`src/ptc_pkg.sv`:
```
// shared types and constants for the pressure/temperature compensation block
// no dependencies
package ptc_pkg;

	localparam int T_OFFSET = 128000;
	localparam int P_BASE = 1048576;
	localparam int P_SCALE = 3125;
	localparam logic signed [63:0] P_BIAS = 64'sh0000_8000_0000_0000;
	// ceil(2^21 / 10), exact for magnitudes below 2^17
	localparam int RECIP_10 = 209716;
	// ceil(2^32 / 25), exact for values below 2^22
	localparam int RECIP_25 = 171798692;

	typedef enum logic [2:0] {
		REG_T1,
		REG_T2,
		REG_T3,
		REG_P1,
		REG_P2,
		REG_P3,
		REG_P456,
		REG_P789
	} ptc_reg_t;

	typedef struct packed {
		logic [15:0] t1;
		logic [15:0] t2;
		logic [15:0] t3;
		logic [15:0] p1;
		logic [15:0] p2;
		logic [15:0] p3;
		logic [15:0] p4;
		logic [15:0] p5;
		logic [15:0] p6;
		logic [15:0] p7;
		logic [15:0] p8;
		logic [15:0] p9;
	} ptc_coeff_t;

	typedef struct packed {
		logic [19:0] adc_p;
		logic [24:0] v1;
		logic [31:0] tc;
		logic [15:0] tenths;
	} ptc_item_t;

	typedef struct packed {
		logic        pvalid;
		logic [31:0] tc;
		logic [15:0] tenths;
	} ptc_tag_t;

	typedef struct packed {
		logic        vld;
		logic        neg;
		logic [63:0] ua;
		logic [30:0] ub;
		ptc_tag_t    tag;
	} ptc_div_in_t;

	typedef struct packed {
		logic        vld;
		logic        neg;
		logic [63:0] quo;
		ptc_tag_t    tag;
	} ptc_div_out_t;

endpackage

```
`src/ptc_queue.sv`:
```
// four-entry queue between the front and back parts
// depends on ptc_pkg
module ptc_queue import ptc_pkg::*; (
	input  logic      clk,
	input  logic      arst_n,
	input  logic      push,
	input  ptc_item_t push_item,
	input  logic      pop,
	output ptc_item_t head,
	output logic      full,
	output logic      empty
);

	ptc_item_t   mem [4];
	logic [1:0]  wr_ptr_q;
	logic [1:0]  rd_ptr_q;
	logic [2:0]  cnt_q;

	assign full = (cnt_q == 3'd4);
	assign empty = (cnt_q == 3'd0);
	assign head = mem[rd_ptr_q];

	always_ff @(posedge clk or negedge arst_n) begin
		if (!arst_n) begin
			wr_ptr_q <= 2'd0;
			rd_ptr_q <= 2'd0;
			cnt_q <= 3'd0;
		end else begin
			if (push)
				wr_ptr_q <= wr_ptr_q + 2'd1;
			if (pop)
				rd_ptr_q <= rd_ptr_q + 2'd1;
			if (push && !pop)
				cnt_q <= cnt_q + 3'd1;
			else if (pop && !push)
				cnt_q <= cnt_q - 3'd1;
		end
	end

	always_ff @(posedge clk) begin
		if (push)
			mem[wr_ptr_q] <= push_item;
	end

endmodule

```
`config.mk`:
```
export PLATFORM = sky130hd
export DESIGN_NAME = ptc_queue
export DESIGN_NICKNAME = d
export VERILOG_FILES = /design/src/ptc_pkg.sv /design/src/ptc_queue.sv
export SDC_FILE = /design/constraint.sdc
export NUM_CORES = 1
export LEC_CHECK = 0
export BUFFER_PORTS_ARGS = -buffer_cell sky130_fd_sc_hd__buf_2
export CELL_PAD_IN_SITES_DETAIL_PLACEMENT = 0
export CELL_PAD_IN_SITES_GLOBAL_PLACEMENT = 2
export CORE_ASPECT_RATIO = 0.9
export CORE_MARGIN = 2
export CORE_UTILIZATION = 45
export CTS_BUF_LIST = sky130_fd_sc_hd__clkbuf_16
export CTS_CLUSTER_SIZE = 40
export DETAILED_ROUTE_END_ITERATION = 10
export GPL_TIMING_DRIVEN = 0
export PLACE_DENSITY = 0.78
export RECOVER_POWER = 25
export REMOVE_ABC_BUFFERS = 1
export SYNTH_ARGS = -nofsm -noshare
export SYNTH_HDL_FRONTEND = slang
export SYNTH_SLANG_ARGS = --single-unit
export TNS_END_PERCENT = 5
```
`constraint.sdc`:
```
create_clock -name clk -period 3.8 [get_ports clk]
set_input_delay 1.14 -clock clk [delete_from_list [all_inputs] [get_ports clk]]
set_output_delay 1.14 -clock clk [all_outputs]
set_load 0.02 [all_outputs]
```
* After elaboration in Yosys (flattened, before gate mapping)
Memory sizes are Yosys's and may differ from the RTL's. Cells that the tools add are included.
Operators by class: muxes and demuxes 4, $add $sub $neg 4, eq/ne operators 1, reduce and logical (&&, ||, !) cells 6
Operator list (count):
- 3-bit two-way mux | 2
- 2-bit by 1-bit adder with 2-bit output, second input constant | 2
- 3-bit by 1-bit adder with 3-bit output, second input constant | 1
- 3-bit == test, second input constant | 1
- 3-bit logical NOT | 1
- 3-bit by 1-bit subtractor with 3-bit output, second input constant | 1
- 1-bit logical AND | 2
- 1-bit logical NOT | 2
- 1-bit two-way mux | 2
- 2-bit nonzero test | 1
Storage, ports and cells: memories 1, logic and storage cells 19, register bits after elaboration 7, output and inout port bits 95, input port bits 97, bits in writable memories 372
Memories:
- mem | depth 4, bits a word 93, read ports 1, clocked after memory_dff 0, wr ports 1, line ptc_queue.sv:14 | ptc_item_t mem [4];

* Longest topological paths before layout
depth in word-level cells 4, mapped depth 7, gate-level depth less buffers 7

* Worst setup path after synthesis
OpenSTA, ideal clock, no wires.
kind input to register, start in push, end mem mem[1][0] (netlist name) (enable), data arrival time 3.293 ns, required time 3.338 ns, cell stages on the path 1, slack 0.045 ns, buffers on the path 0, setup time 0.462 ns, cells stage by stage and2_1
On the way: longest elaborated chain between the ends 2
Ends and longest elaborated chain:
- from (decl) | line ptc_queue.sv:6 | input logic push,
- 1-bit two-way mux | line ptc_queue.sv:41 | if (push)
- 1-bit two-way mux (implied by the code) | line ptc_queue.sv:42 | mem[wr_ptr_q] <= push_item;
- to (decl) | line ptc_queue.sv:14
Every way passes these cells.

==> run metrics <==
Unique masters post-synth 20; synth warn 0; Storage cell area around 11000 um^2; initial detailed-routing violation count 322; fin crit share between 90% and 100%; Die Area roughly 32000 um^2; Reg-to-Reg Start wr_ptr_q[0]$_DFFE_PN0P_; Core Footprint between 30000 and 40000 um^2; PwrDens 809 nW/um^2; setup repair after global routing missed its margin no; synthesized area 13900 um^2; endpoints failing hold 0; f_max about 0.28 GHz; Worst Skew 0.0130 ns; Hold Path Class flip-flop to flip-flop; initial antenna violation count 2; CP arrival 2.43 ns; data required time of the worst path 2.66 ns; CTS Sinks roughly 380; Clock Path Buffers 3; chip width approximately 190 um; reg2reg end mem[2][38]$_DFFE_PP_; Area Overhead vs Synth 19.0%; Layout fillers around 2300; Post-CTS Setup Inserts 0; Layout Nets 842; dpl hpwl 15000 um; Area after DPL 15400 um^2; IO Count around 190; Total Power 13.3 mW; area of the multi-input gates around 2300 um^2; WHS Path Cells 1; # setup viols final 0; DR pass1 iterations 4; Design Area, Final approximately 16000 um^2; WS Path Type flip-flop to output port; TritonCTS clock tree done; syn avg cell area 26.7 um^2; DRT Wirelength about 25000 um; Starting Density 46.1%; row count 60; Worst Setup End Kind output port; HP Start cnt_q[2]$_DFFE_PN0P_; worst-margin pin slew roughly 0.89 ns; Post-route DRC 0; maximum capacitance violations 0; status completed; per-cell routed wire length around 21 um; post-cts sizing count 0; TritonCTS Buffers 38; most frequent cells in the layout edfxtp_1, buf_2, mux4_2; Hold Buf Count CTS 0; pin count of the biggest net entering global routing 55; setup slack, reg-to-reg 1.75 ns; Antenna Nets Post-Route 0; root buf cell clkbuf_16; Setup crit start kind flip-flop; LEAKAGE roughly 5.5 nW; first-pass GRT wire length 38200 um; WHS Endpoint cnt_q[2]$_DFFE_PN0P_; routed vias between 6000 and 7000; grt ovf 0; gr usage total about 16%; R2R cell count 4; peak supply drop 585 uV; CTS clk-pin slew, worst paths 0.06 ns; commonest non-fill, non-tap cell in the layout edfxtp_1; relative slew slack about two fifths; Chip Height 171 um; register area share after synthesis approximately four fifths; Max Slew Vio Count 0; dominant synthesized flop cell edfxtp_1; RePlAce Congestion around 0.69; EDFF count, synth ~370; vias in the first global route about 6700; crit path max fanout 40; Final min period about 3.6 ns; share of cells above drive strength 1 38.5%; depth of the CTS H-tree 2; asr flop ratio synth 1.85%; synthesized flop and latch total 379; Cells after Synth 520; IO Port Bufs roughly 190; Clock Latency Late Sink just over 0.5 ns; vias per inst 5.18
[cell usage after synthesis, types with 2 or more instances]
| library cell | n | area [um^2] |
|---|---|---|
| buf_2 | 7 | 35.0 |
| edfxtp_1 | 372 | 11200 |
| buf_4 | 4 | 30.0 |
| xnor2_1 | 2 | 17.5 |
| xor2_1 | 4 | 35.0 |
| buf_1 | 3 | 11.3 |
| and2_1 | 4 | 25.0 |
| mux4_2 | 93 | 2090 |
| dfrtp_1 | 7 | 175 |
| inv_1 | 4 | 15.0 |
| nand2_1 | 2 | 7.51 |
| buf_12 | 6 | 120 |
| ha_1 | 5 | 62.6 |
[worst max-delay path: stages (launching register included)]
cell and delay (ns):
dfrtp_4 0.76, buf_16 0.35, mux4_2 0.57, buf_2 0.18
[logic make-up after synthesis]
kind of cell | after synthesis | share of synthesized area [%]
AO/OA/AOI/OAI | 1 | 0.0361
XOR/XNOR | 6 | 0.379
adder cells (fa/ha/maj) | 6 | 0.596
buffers and inverters | 25 | 1.61
flip-flops | 379 | 81.8
multiplexers | 94 | 15.2
AND/OR/NAND/NOR | 9 | 0.352
[layer usage]
layer,vias to the layer above,wire [um],GRT usage [%]
met5,-,0,0
met4,0,535,4.59
met3,43,1850,3.94
met2,194,11900,25.7
met1,3150,10300,21.1
li1,2679,-,-
[per-stage QoR]
step | util [%] | hold slack (ns) | setup WS, ns | TNS [ns] | instances
after floorplan | - | 0.456 | -1.74 | -162.29 | 499
after global placement | 50.2 | 0.474 | -3.38 | -996.29 | 1093
after detailed placement | 51.0 | 0.484 | 0.728 | 0 | 1102
after CTS | 55.0 | 0.426 | 0.154 | 0 | 1171
after global routing | 54.8 | 0.528 | 0.0843 | 0 | 1171
final | 54.8 | 0.497 | 0.234 | 0 | 1172
[worst max-delay path by stage]
stage / start / to / slack, ns / cells past startpoint
after detailed placement: rd_ptr_q[0]$_DFFE_PN0P_ / head[77] / 0.73 / 3
after CTS: rd_ptr_q[0]$_DFFE_PN0P_ / head[83] / 0.15 / 3
after global placement: rd_ptr_q[0]$_DFFE_PN0P_ / head[83] / -3.38 / 2
final: rd_ptr_q[0]$_DFFE_PN0P_ / head[83] / 0.23 / 3
after floorplan: rd_ptr_q[0]$_DFFE_PN0P_ / head[0] / -1.74 / 1
after global routing: rd_ptr_q[0]$_DFFE_PN0P_ / head[91] / 0.08 / 3
[area by class of cell]
type                    count  area share (%)
clock buffers              41            6.22
diodes                      1          0.0152
flip-flops and latches    379            68.8
inverters                   4          0.0910
clock inverters            28            1.06
well taps                 403            3.06
multi-input cells         116            14.0
repair buffers            200            6.76
[state kept, by name, summed over array words and instances, names as in the netlist]
signal	cells
cnt_q	3
mem	372
rd_ptr_q	2
wr_ptr_q	2
[where the power goes]
part           leakage (nW)  switching [mW]  internal (mW)  total, mW
sequential             3.50           0.357           5.47       5.82
clock                 0.625            1.45           2.08       3.53
combinational          1.40            2.28           1.71       3.99
Power figures use the tool's default switching activity.
