### config.mk
export PLATFORM = sky130hd
export DESIGN_NAME = ptc_front_flat
export DESIGN_NICKNAME = d
export VERILOG_FILES = /design/src/ptc_pkg.sv /design/src/ptc_if.sv /design/src/ptc_front.sv /design/src/flat_wrapper.sv
export SDC_FILE = /design/constraint.sdc
export NUM_CORES = 2
export LEC_CHECK = 0
export ABC_AREA = 1
export ABC_CLOCK_PERIOD_IN_PS = 9800
export BUFFER_PORTS_ARGS = -buffer_cell sky130_fd_sc_hd__buf_2
export CAP_MARGIN = 20
export CELL_PAD_IN_SITES_DETAIL_PLACEMENT = 2
export CELL_PAD_IN_SITES_GLOBAL_PLACEMENT = 2
export CORE_MARGIN = 3
export CORE_UTILIZATION = 43
export DETAILED_ROUTE_END_ITERATION = 6
export PLACE_DENSITY_LB_ADDON = 0.1
export SLEW_MARGIN = 25
export SYNTH_ARGS = -nofsm -noshare
export SYNTH_HDL_FRONTEND = slang
export SYNTH_SLANG_ARGS = --single-unit
### constraint.sdc
create_clock -name clk -period 9.8 [get_ports clk]
set_clock_uncertainty 0.15 [all_clocks]
set_input_delay 1.96 -clock clk [delete_from_list [all_inputs] [get_ports clk]]
set_output_delay 1.96 -clock clk [all_outputs]
set_load 0.05 [all_outputs]
### src/ptc_pkg.sv
// shared types and constants for the pressure/temperature compensation block
// no dependencies
package ptc_pkg;

	localparam int T_OFFSET = 128000;
	localparam int P_BASE = 1048576;
	localparam int P_SCALE = 3125;
	localparam logic signed [63:0] P_BIAS = 64'sh0000_8000_0000_0000;
	// ceil(2^21 / 10), exact for magnitudes below 2^17
	localparam int RECIP_10 = 209716;
	// ceil(2^32 / 25), exact for values below 2^22
	localparam int RECIP_25 = 171798692;

	typedef enum logic [2:0] {
		REG_T1,
		REG_T2,
		REG_T3,
		REG_P1,
		REG_P2,
		REG_P3,
		REG_P456,
		REG_P789
	} ptc_reg_t;

	typedef struct packed {
		logic [15:0] t1;
		logic [15:0] t2;
		logic [15:0] t3;
		logic [15:0] p1;
		logic [15:0] p2;
		logic [15:0] p3;
		logic [15:0] p4;
		logic [15:0] p5;
		logic [15:0] p6;
		logic [15:0] p7;
		logic [15:0] p8;
		logic [15:0] p9;
	} ptc_coeff_t;

	typedef struct packed {
		logic [19:0] adc_p;
		logic [24:0] v1;
		logic [31:0] tc;
		logic [15:0] tenths;
	} ptc_item_t;

	typedef struct packed {
		logic        pvalid;
		logic [31:0] tc;
		logic [15:0] tenths;
	} ptc_tag_t;

	typedef struct packed {
		logic        vld;
		logic        neg;
		logic [63:0] ua;
		logic [30:0] ub;
		ptc_tag_t    tag;
	} ptc_div_in_t;

	typedef struct packed {
		logic        vld;
		logic        neg;
		logic [63:0] quo;
		ptc_tag_t    tag;
	} ptc_div_out_t;

endpackage

### src/ptc_if.sv
// valid/ready channel interfaces for raw samples and compensated results
// no dependencies
interface ptc_in_if;
	logic        valid;
	logic        ready;
	logic [19:0] raw_pressure;
	logic [19:0] raw_temperature;

	modport source(output valid, output raw_pressure, output raw_temperature, input ready);
	modport sink(input valid, input raw_pressure, input raw_temperature, output ready);
endinterface


### src/ptc_front.sv
// front part: accepts samples, computes fine temperature and the temperature outputs
// depends on ptc_pkg and ptc_if
module ptc_front import ptc_pkg::*; (
	input  logic       clk,
	input  logic       arst_n,
	ptc_in_if.sink     in_ch,
	input  ptc_coeff_t coeff,
	input  logic       push_ok,
	output logic       push,
	output ptc_item_t  push_item
);

	logic en;
	logic acc;
	logic vld_s1, vld_s2, vld_s3, vld_s4, vld_s5, vld_s6, vld_s7;

	logic signed [18:0] x1_s1;
	logic signed [17:0] d_s1;
	logic signed [34:0] a1_s2;
	logic [32:0]        dd_s2;
	logic signed [23:0] ta_s3;
	logic signed [37:0] b_s3;
	logic signed [23:0] tfine_s4;
	logic signed [18:0] tc_s5;
	logic signed [24:0] v1_s5;
	logic               neg_s6;
	logic [35:0]        prod_s6;
	logic signed [18:0] tc_s6;
	logic signed [24:0] v1_s6;
	logic signed [31:0] tc_s7;
	logic signed [24:0] v1_s7;
	logic [15:0]        tenths_s7;
	logic [19:0] adcp_s1, adcp_s2, adcp_s3, adcp_s4, adcp_s5, adcp_s6, adcp_s7;
	logic [17:0] mag;

	assign en = push_ok;
	assign in_ch.ready = en;
	assign acc = in_ch.valid & in_ch.ready;
	assign mag = tc_s5[18] ? 18'(-tc_s5) : 18'(tc_s5);

	always_ff @(posedge clk or negedge arst_n) begin
		if (!arst_n) begin
			vld_s1 <= 1'b0;
			vld_s2 <= 1'b0;
			vld_s3 <= 1'b0;
			vld_s4 <= 1'b0;
			vld_s5 <= 1'b0;
			vld_s6 <= 1'b0;
			vld_s7 <= 1'b0;
		end else if (en) begin
			vld_s1 <= acc;
			vld_s2 <= vld_s1;
			vld_s3 <= vld_s2;
			vld_s4 <= vld_s3;
			vld_s5 <= vld_s4;
			vld_s6 <= vld_s5;
			vld_s7 <= vld_s6;
		end
	end

	always_ff @(posedge clk) begin
		if (en) begin
			x1_s1 <= $signed({2'b0, in_ch.raw_temperature[19:3]})
				- $signed({2'b0, coeff.t1, 1'b0});
			d_s1 <= $signed({2'b0, in_ch.raw_temperature[19:4]}) - $signed({2'b0, coeff.t1});
			adcp_s1 <= in_ch.raw_pressure;

			a1_s2 <= 35'(x1_s1) * 35'($signed(coeff.t2));
			dd_s2 <= 33'(36'(d_s1) * 36'(d_s1));
			adcp_s2 <= adcp_s1;

			ta_s3 <= 24'(a1_s2 >>> 11);
			b_s3 <= 38'($signed({1'b0, dd_s2[32:12]})) * 38'($signed(coeff.t3));
			adcp_s3 <= adcp_s2;

			tfine_s4 <= ta_s3 + 24'(b_s3 >>> 14);
			adcp_s4 <= adcp_s3;

			tc_s5 <= 19'((27'(tfine_s4) * 27'sd5 + 27'sd128) >>> 8);
			v1_s5 <= 25'(tfine_s4) - 25'(T_OFFSET);
			adcp_s5 <= adcp_s4;

			neg_s6 <= tc_s5[18];
			prod_s6 <= 36'(mag) * 36'(RECIP_10);
			tc_s6 <= tc_s5;
			v1_s6 <= v1_s5;
			adcp_s6 <= adcp_s5;

			tenths_s7 <= neg_s6 ? 16'(16'd0 - {1'b0, prod_s6[35:21]}) : {1'b0, prod_s6[35:21]};
			tc_s7 <= 32'(tc_s6);
			v1_s7 <= v1_s6;
			adcp_s7 <= adcp_s6;
		end
	end

	assign push = vld_s7 & en;
	assign push_item.adc_p = adcp_s7;
	assign push_item.v1 = v1_s7;
	assign push_item.tc = tc_s7;
	assign push_item.tenths = tenths_s7;

endmodule

### src/flat_wrapper.sv
// flat-port wrapper written by rule: the top's interface ports become plain ports
module ptc_front_flat import ptc_pkg::*;
  (clk, arst_n, coeff, push_ok, push, push_item, in_ch_valid, in_ch_raw_pressure, in_ch_raw_temperature, in_ch_ready);
  ptc_in_if in_ch_i ();
  input  logic clk;
  input  logic arst_n;
  input  ptc_coeff_t coeff;
  input  logic push_ok;
  output logic push;
  output ptc_item_t push_item;
  input wire logic [$bits(in_ch_i.valid)-1:0] in_ch_valid;
  input wire logic [$bits(in_ch_i.raw_pressure)-1:0] in_ch_raw_pressure;
  input wire logic [$bits(in_ch_i.raw_temperature)-1:0] in_ch_raw_temperature;
  output wire logic [$bits(in_ch_i.ready)-1:0] in_ch_ready;
  assign in_ch_i.valid = in_ch_valid;
  assign in_ch_i.raw_pressure = in_ch_raw_pressure;
  assign in_ch_i.raw_temperature = in_ch_raw_temperature;
  assign in_ch_ready = in_ch_i.ready;
  ptc_front u_core (.clk(clk), .arst_n(arst_n), .in_ch(in_ch_i), .coeff(coeff), .push_ok(push_ok), .push(push), .push_item(push_item));
endmodule
Word-level counts from Yosys, hierarchy flattened:

Cells that the tools add are included.

* bits in registers: 519
* bits of input ports: 236
* output and inout bits: 95
* logic and storage cells: 47

* $add $sub $neg: 7
* multiply operators: 5
* mux-type cells: 2
* bitwise gates (word level): 2

Operators by type and width (number)
* multiplier 22 x 16 -> 38 bit: 1
* multiplier 18 x 16 -> 34 bit: 1
* multiplier 18 x 16 -> 34 bit (second input constant): 1
* multiplier 17 x 17 -> 33 bit: 1
* adder 27 x 9 -> 27 bit (second input constant): 1
* multiplier 24 x 4 -> 27 bit (second input constant): 1
* subtractor 24 x 18 -> 25 bit (second input constant): 1
* adder 24 bit: 1
* 2-to-1 mux 18 bit: 1
* negation 18 bit: 1
* subtractor 17 x 17 -> 18 bit: 1
* subtractor 16 x 16 -> 17 bit: 1
* subtractor 1 x 15 -> 16 bit (first input constant): 1
* 2-to-1 mux 15 bit: 1
* AND 1 bit: 2

Longest topological paths before layout:

* word-level depth: 3
* depth in mapped cells: 29
* gate-level depth less buffers: 29

Worst setup path after synthesis:

OpenSTA, ideal clock, no wires.

* path kind: input to register
* start: input coeff[145] (netlist name)
* end: register u_core.b_s3[32] (data pin)
* setup time: 0.252 ns
* arrival: 7.030 ns
* slack: 2.367 ns
* cell stages on the path: 24
* path buffers: 2
* path through: clkbuf_1 -> clkbuf_1 -> nand2_1 -> fa_1 -> inv_1 -> fa_1 -> inv_1 -> fa_1 -> inv_1 -> fa_1 -> inv_1 -> fa_1 -> inv_1 -> fa_1 -> ha_1 -> nand2_1 -> nor2_1 -> inv_1 -> nor3_1 -> nand2_1 -> nand2_1 -> nand3_1 -> nand3_1 -> nand2_1

* longest elaborated chain between the ends: 1

RTL lines
* from (decl): RTL line flat_wrapper.sv:7 `input ptc_coeff_t coeff;`
* multiplier 22 x 16 -> 38 bit: RTL line ptc_front.sv:73 `b_s3 <= 38'($signed({1'b0, dd_s2[32:12]})) * 38'($signed(coeff.t3));`
* to (signal assigned): RTL line ptc_front.sv:73
* to (decl): RTL line ptc_front.sv:22 `logic signed [37:0] b_s3;`

No other way between the ends.
A chain may end at the register's enable or synchronous reset.

Worst setup path after layout:

* start: input coeff[162] (netlist name)
* end: register u_core.a1_s2[31] (data pin)

* longest elaborated chain between the ends: 1

RTL lines
* multiplier 18 x 16 -> 34 bit: RTL line ptc_front.sv:68 `a1_s2 <= 35'(x1_s1) * 35'($signed(coeff.t2));`
* to (signal assigned): RTL line ptc_front.sv:68
* to (decl): RTL line ptc_front.sv:19 `logic signed [34:0] a1_s2;`

No other way between the ends.

==> metrics.csv <==
stage,metric,value,unit
synth,sequential element share of the synthesized area,23.11,%
route,via count,42930,
place,IO Port Bufs,183,
critical_path,Critical Path Slowest Stage Cell,fa_1,
route,routed wire length,184500,um
synth,ys async rst share,1.580,%
finish,utilization after layout,46.77,%
min_path,worst min-delay path category,reg2reg,
synth,ys flop type,edfxtp_1,
synth,main combinational cell family by area after synthesis,adder cells,
clock_tree,H-Tree Depth,2,
synth,Simple-Gate Fraction of Synth Area,13.73,%
finish,layout cells sized above 1,4.678,%
synth,largest area contributor in the netlist,fa_1,
clock_tree,worst-skew pair later-pin latency,0.66,ns
critical_path,crit path kind,in2reg,
clock_tree,Clock Sinks,443,
die,Die Wd,371.4,um
die,initial core utilization,43.51,%
timing,Hold WS,0.2491,ns
place,dpl cell area,60060,sq um
clock_tree,# resized after CTS,0,
synth,leading post-synthesis cells by cell area,"fa_1 32%, edfxtp_1 23%, inv_1 12%",
global_routing,GRT Overall Usage,27.50,%
finish,Area Overhead vs Synth,7.496,%
global_routing,largest net degree at the start of global routing,178,
synth,Synth Area in XOR/XNOR,2.425,%
outcome,status,finished clean,
timing,Slew HR,29.35,%
synth,Syn Inst Count,6431,
global_routing,first-pass GRT wire length,293200,um
synth,post-synthesis mux area share,0.01961,%
clock_tree,cts hold-fix bufs,0,
synth,Compound-Gate Fraction of Synth Area,4.103,%
finish,Ant. Diodes,0,
die,placement row count,133,
finish,final instance area,61720,sq um
route,DR iter-0 viols,1739,
synth,syn avg cell area,8.928,sq um
synth,most frequent cell after synthesis,inv_1,
finish,Sequential cell area,13270,sq um
synth,"Cell Area, Synth",57420,sq um
critical_path,crit end category,flip-flop,
die,die area,138000,sq um
synth,register bit total from synthesis,443,
route,WL per Instance,22.19,um
clock_tree,Clock transition at path regs,0.06,ns
finish,fin nets,8209,
global_routing,gr ovfl total,0,
route,Final ANT Viol Nets,0,
job,max_cap viols,0,
clock_tree,Post CTS Setup Buffer Count,0,
global_routing,initial antenna violation count,1,
die,core area,132000,sq um
timing,RSZ-0062 raised after global routing,false,
finish,multi-input logic area,36660,sq um
timing,min cycle time layout,7.647,ns
critical_path,startpoint type of the worst setup path,input pin,
route,first drt pass iteration count,5,
global_routing,number of global-route vias before repair,51380,
synth,Yosys warnings,0,
critical_path,"Largest delay share family, worst path",adder cells,
synth,most frequent cells after synthesis,"1801 x inv_1, 1403 x nand2_1, 917 x fa_1, 532 x ha_1, 436 x edfxtp_1",
synth,Mapped Nets,8116,
clock_tree,CTS tree,built,
timing,"Hold Vio Cnt, Final",0,
place,placer congestion estimate,0.8630,
clock_tree,CTS Buffer Depth,3,
clock_tree,Root Driver,clkbuf_16,
critical_path,"Req. time, crit path",10.03,ns
critical_path,CP peak stage delay,0.75,ns
route,DR vias/cell,5.161,
finish,FILL cells,14590,
critical_path,CP arrival,7.88,ns
synth,distinct cell type count after synthesis,41,
timing,period utilisation layout,78.04,%
die,Ports,331,
route,Remaining DRCs,0,
clock_tree,CTS buffer count,54,
critical_path,flop-to-flop setup slack,2.23,ns
timing,Tightest Pin Transition,1.060,ns
critical_path,WP buf/inv,5,
place,HPWL after detailed placement,150900,um
critical_path,CP most frequent cell,nand2_1,
timing,TNS Setup,0,ns
die,Vert. Die Dim,371.4,um
synth,share of the synthesized area in the top cell type,31.97,%
timing,final setup fails,0,
synth,Adder-Cell Fraction of Synth Area,43.56,%
critical_path,"critical path fanouts, max",18,
timing,fmax,0.1308,GHz
synth,Post-synth EDFFs,436,
timing,max-slew violations,0,
critical_path,worst path cell trace,"buf_2, nand2_1, inv_1, fa_1, fa_1, fa_1, fa_1, inv_1, fa_1, inv_1, fa_1, ha_1, nand2_1, inv_1, nand2_1, nand2_1, a21oi_1, o21ai_0, a31oi_1, nand2_1, nand2_1, nand2_1",
## logic make-up after synthesis
group | count (synthesis)
buffers and inverters | 1980
adder cells (fa/ha/maj) | 1449
AND/OR/NAND/NOR | 1982
flip-flops | 443
multiplexers | 1
AO/OA/AOI/OAI | 417
XOR/XNOR | 159
## final timing paths
check	from	end	cells past startpoint
min	u_core.a1_s2[19]	u_core.ta_s3[8]	0
min reg2reg	u_core.a1_s2[19]	u_core.ta_s3[8]	0
max reg2reg	u_core.tc_s5[0]	u_core.prod_s6[34]	26
min in group asynchronous	arst_n	u_core.vld_s5	1
max	coeff[162]	u_core.a1_s2[31]	22
max in group asynchronous	arst_n	u_core.vld_s1	1
## flip-flops by register name (all words and copies together), names as in the netlist, 20 cells and up
signal and cells:
u_core.adcp_s3 20, u_core.adcp_s7 20, u_core.tfine_s4 24, u_core.a1_s2 23
u_core.v1_s7 25, u_core.ta_s3 23, u_core.adcp_s2 20, u_core.adcp_s1 20
u_core.adcp_s4 20, u_core.adcp_s5 20, u_core.dd_s2 21, u_core.adcp_s6 20
u_core.v1_s6 25, u_core.b_s3 24, u_core.v1_s5 25
## through the flow
stage	setup slack [ns]	cells
2_1_floorplan	2.367	6431
4_1_cts	2.176	8316
3_3_place_gp	1.712	8222
6_report	2.153	8317
5_1_grt	1.867	8317
3_5_place_dp	1.511	8222
## cells in the final DEF (no fill, tap or decap), types with 21 or more instances in the layout
cell,netlist,final
a21o_1,26,26
a21oi_1,190,190
a31oi_1,21,21
buf_2,2,182
buf_4,15,31
clkbuf_16,0,54
edfxtp_1,436,436
fa_1,917,917
ha_1,532,532
inv_1,1801,1801
nand2_1,1403,1403
nand3_1,143,143
nand4_1,28,28
nor2_1,310,310
nor3_1,50,50
o21ai_0,114,114
o21bai_1,27,27
xnor2_1,41,41
xor2_1,118,118
## cell type report
class | count | area share, %
Tap cell | 1755 | 3.558
Sequential cell | 443 | 21.50
Clock buffer | 66 | 2.262
Clock inverter | 28 | 0.4034
Timing Repair Buffer | 216 | 1.934
Inverter | 1801 | 10.95
Multi-Input combinational cell | 4008 | 59.39
## metal layers
| metal | routed length [um] | part of all wire (%) | vias up | global-route usage (%) |
|---|---|---|---|---|
| li1 | - | - | 19370 | - |
| met2 | 100600 | 55 | 748 | 53.08 |
| met5 | 20 | 0.011 | - | 0 |
| met3 | 5390 | 2.9 | 284 | 2.490 |
| met1 | 73390 | 40 | 22530 | 32.40 |
| met4 | 5078 | 2.8 | 2 | 7.146 |
Power is left out: the tool's default activity adds up to more than one toggle a clock period on the data nets, which glitch-free logic cannot reach.
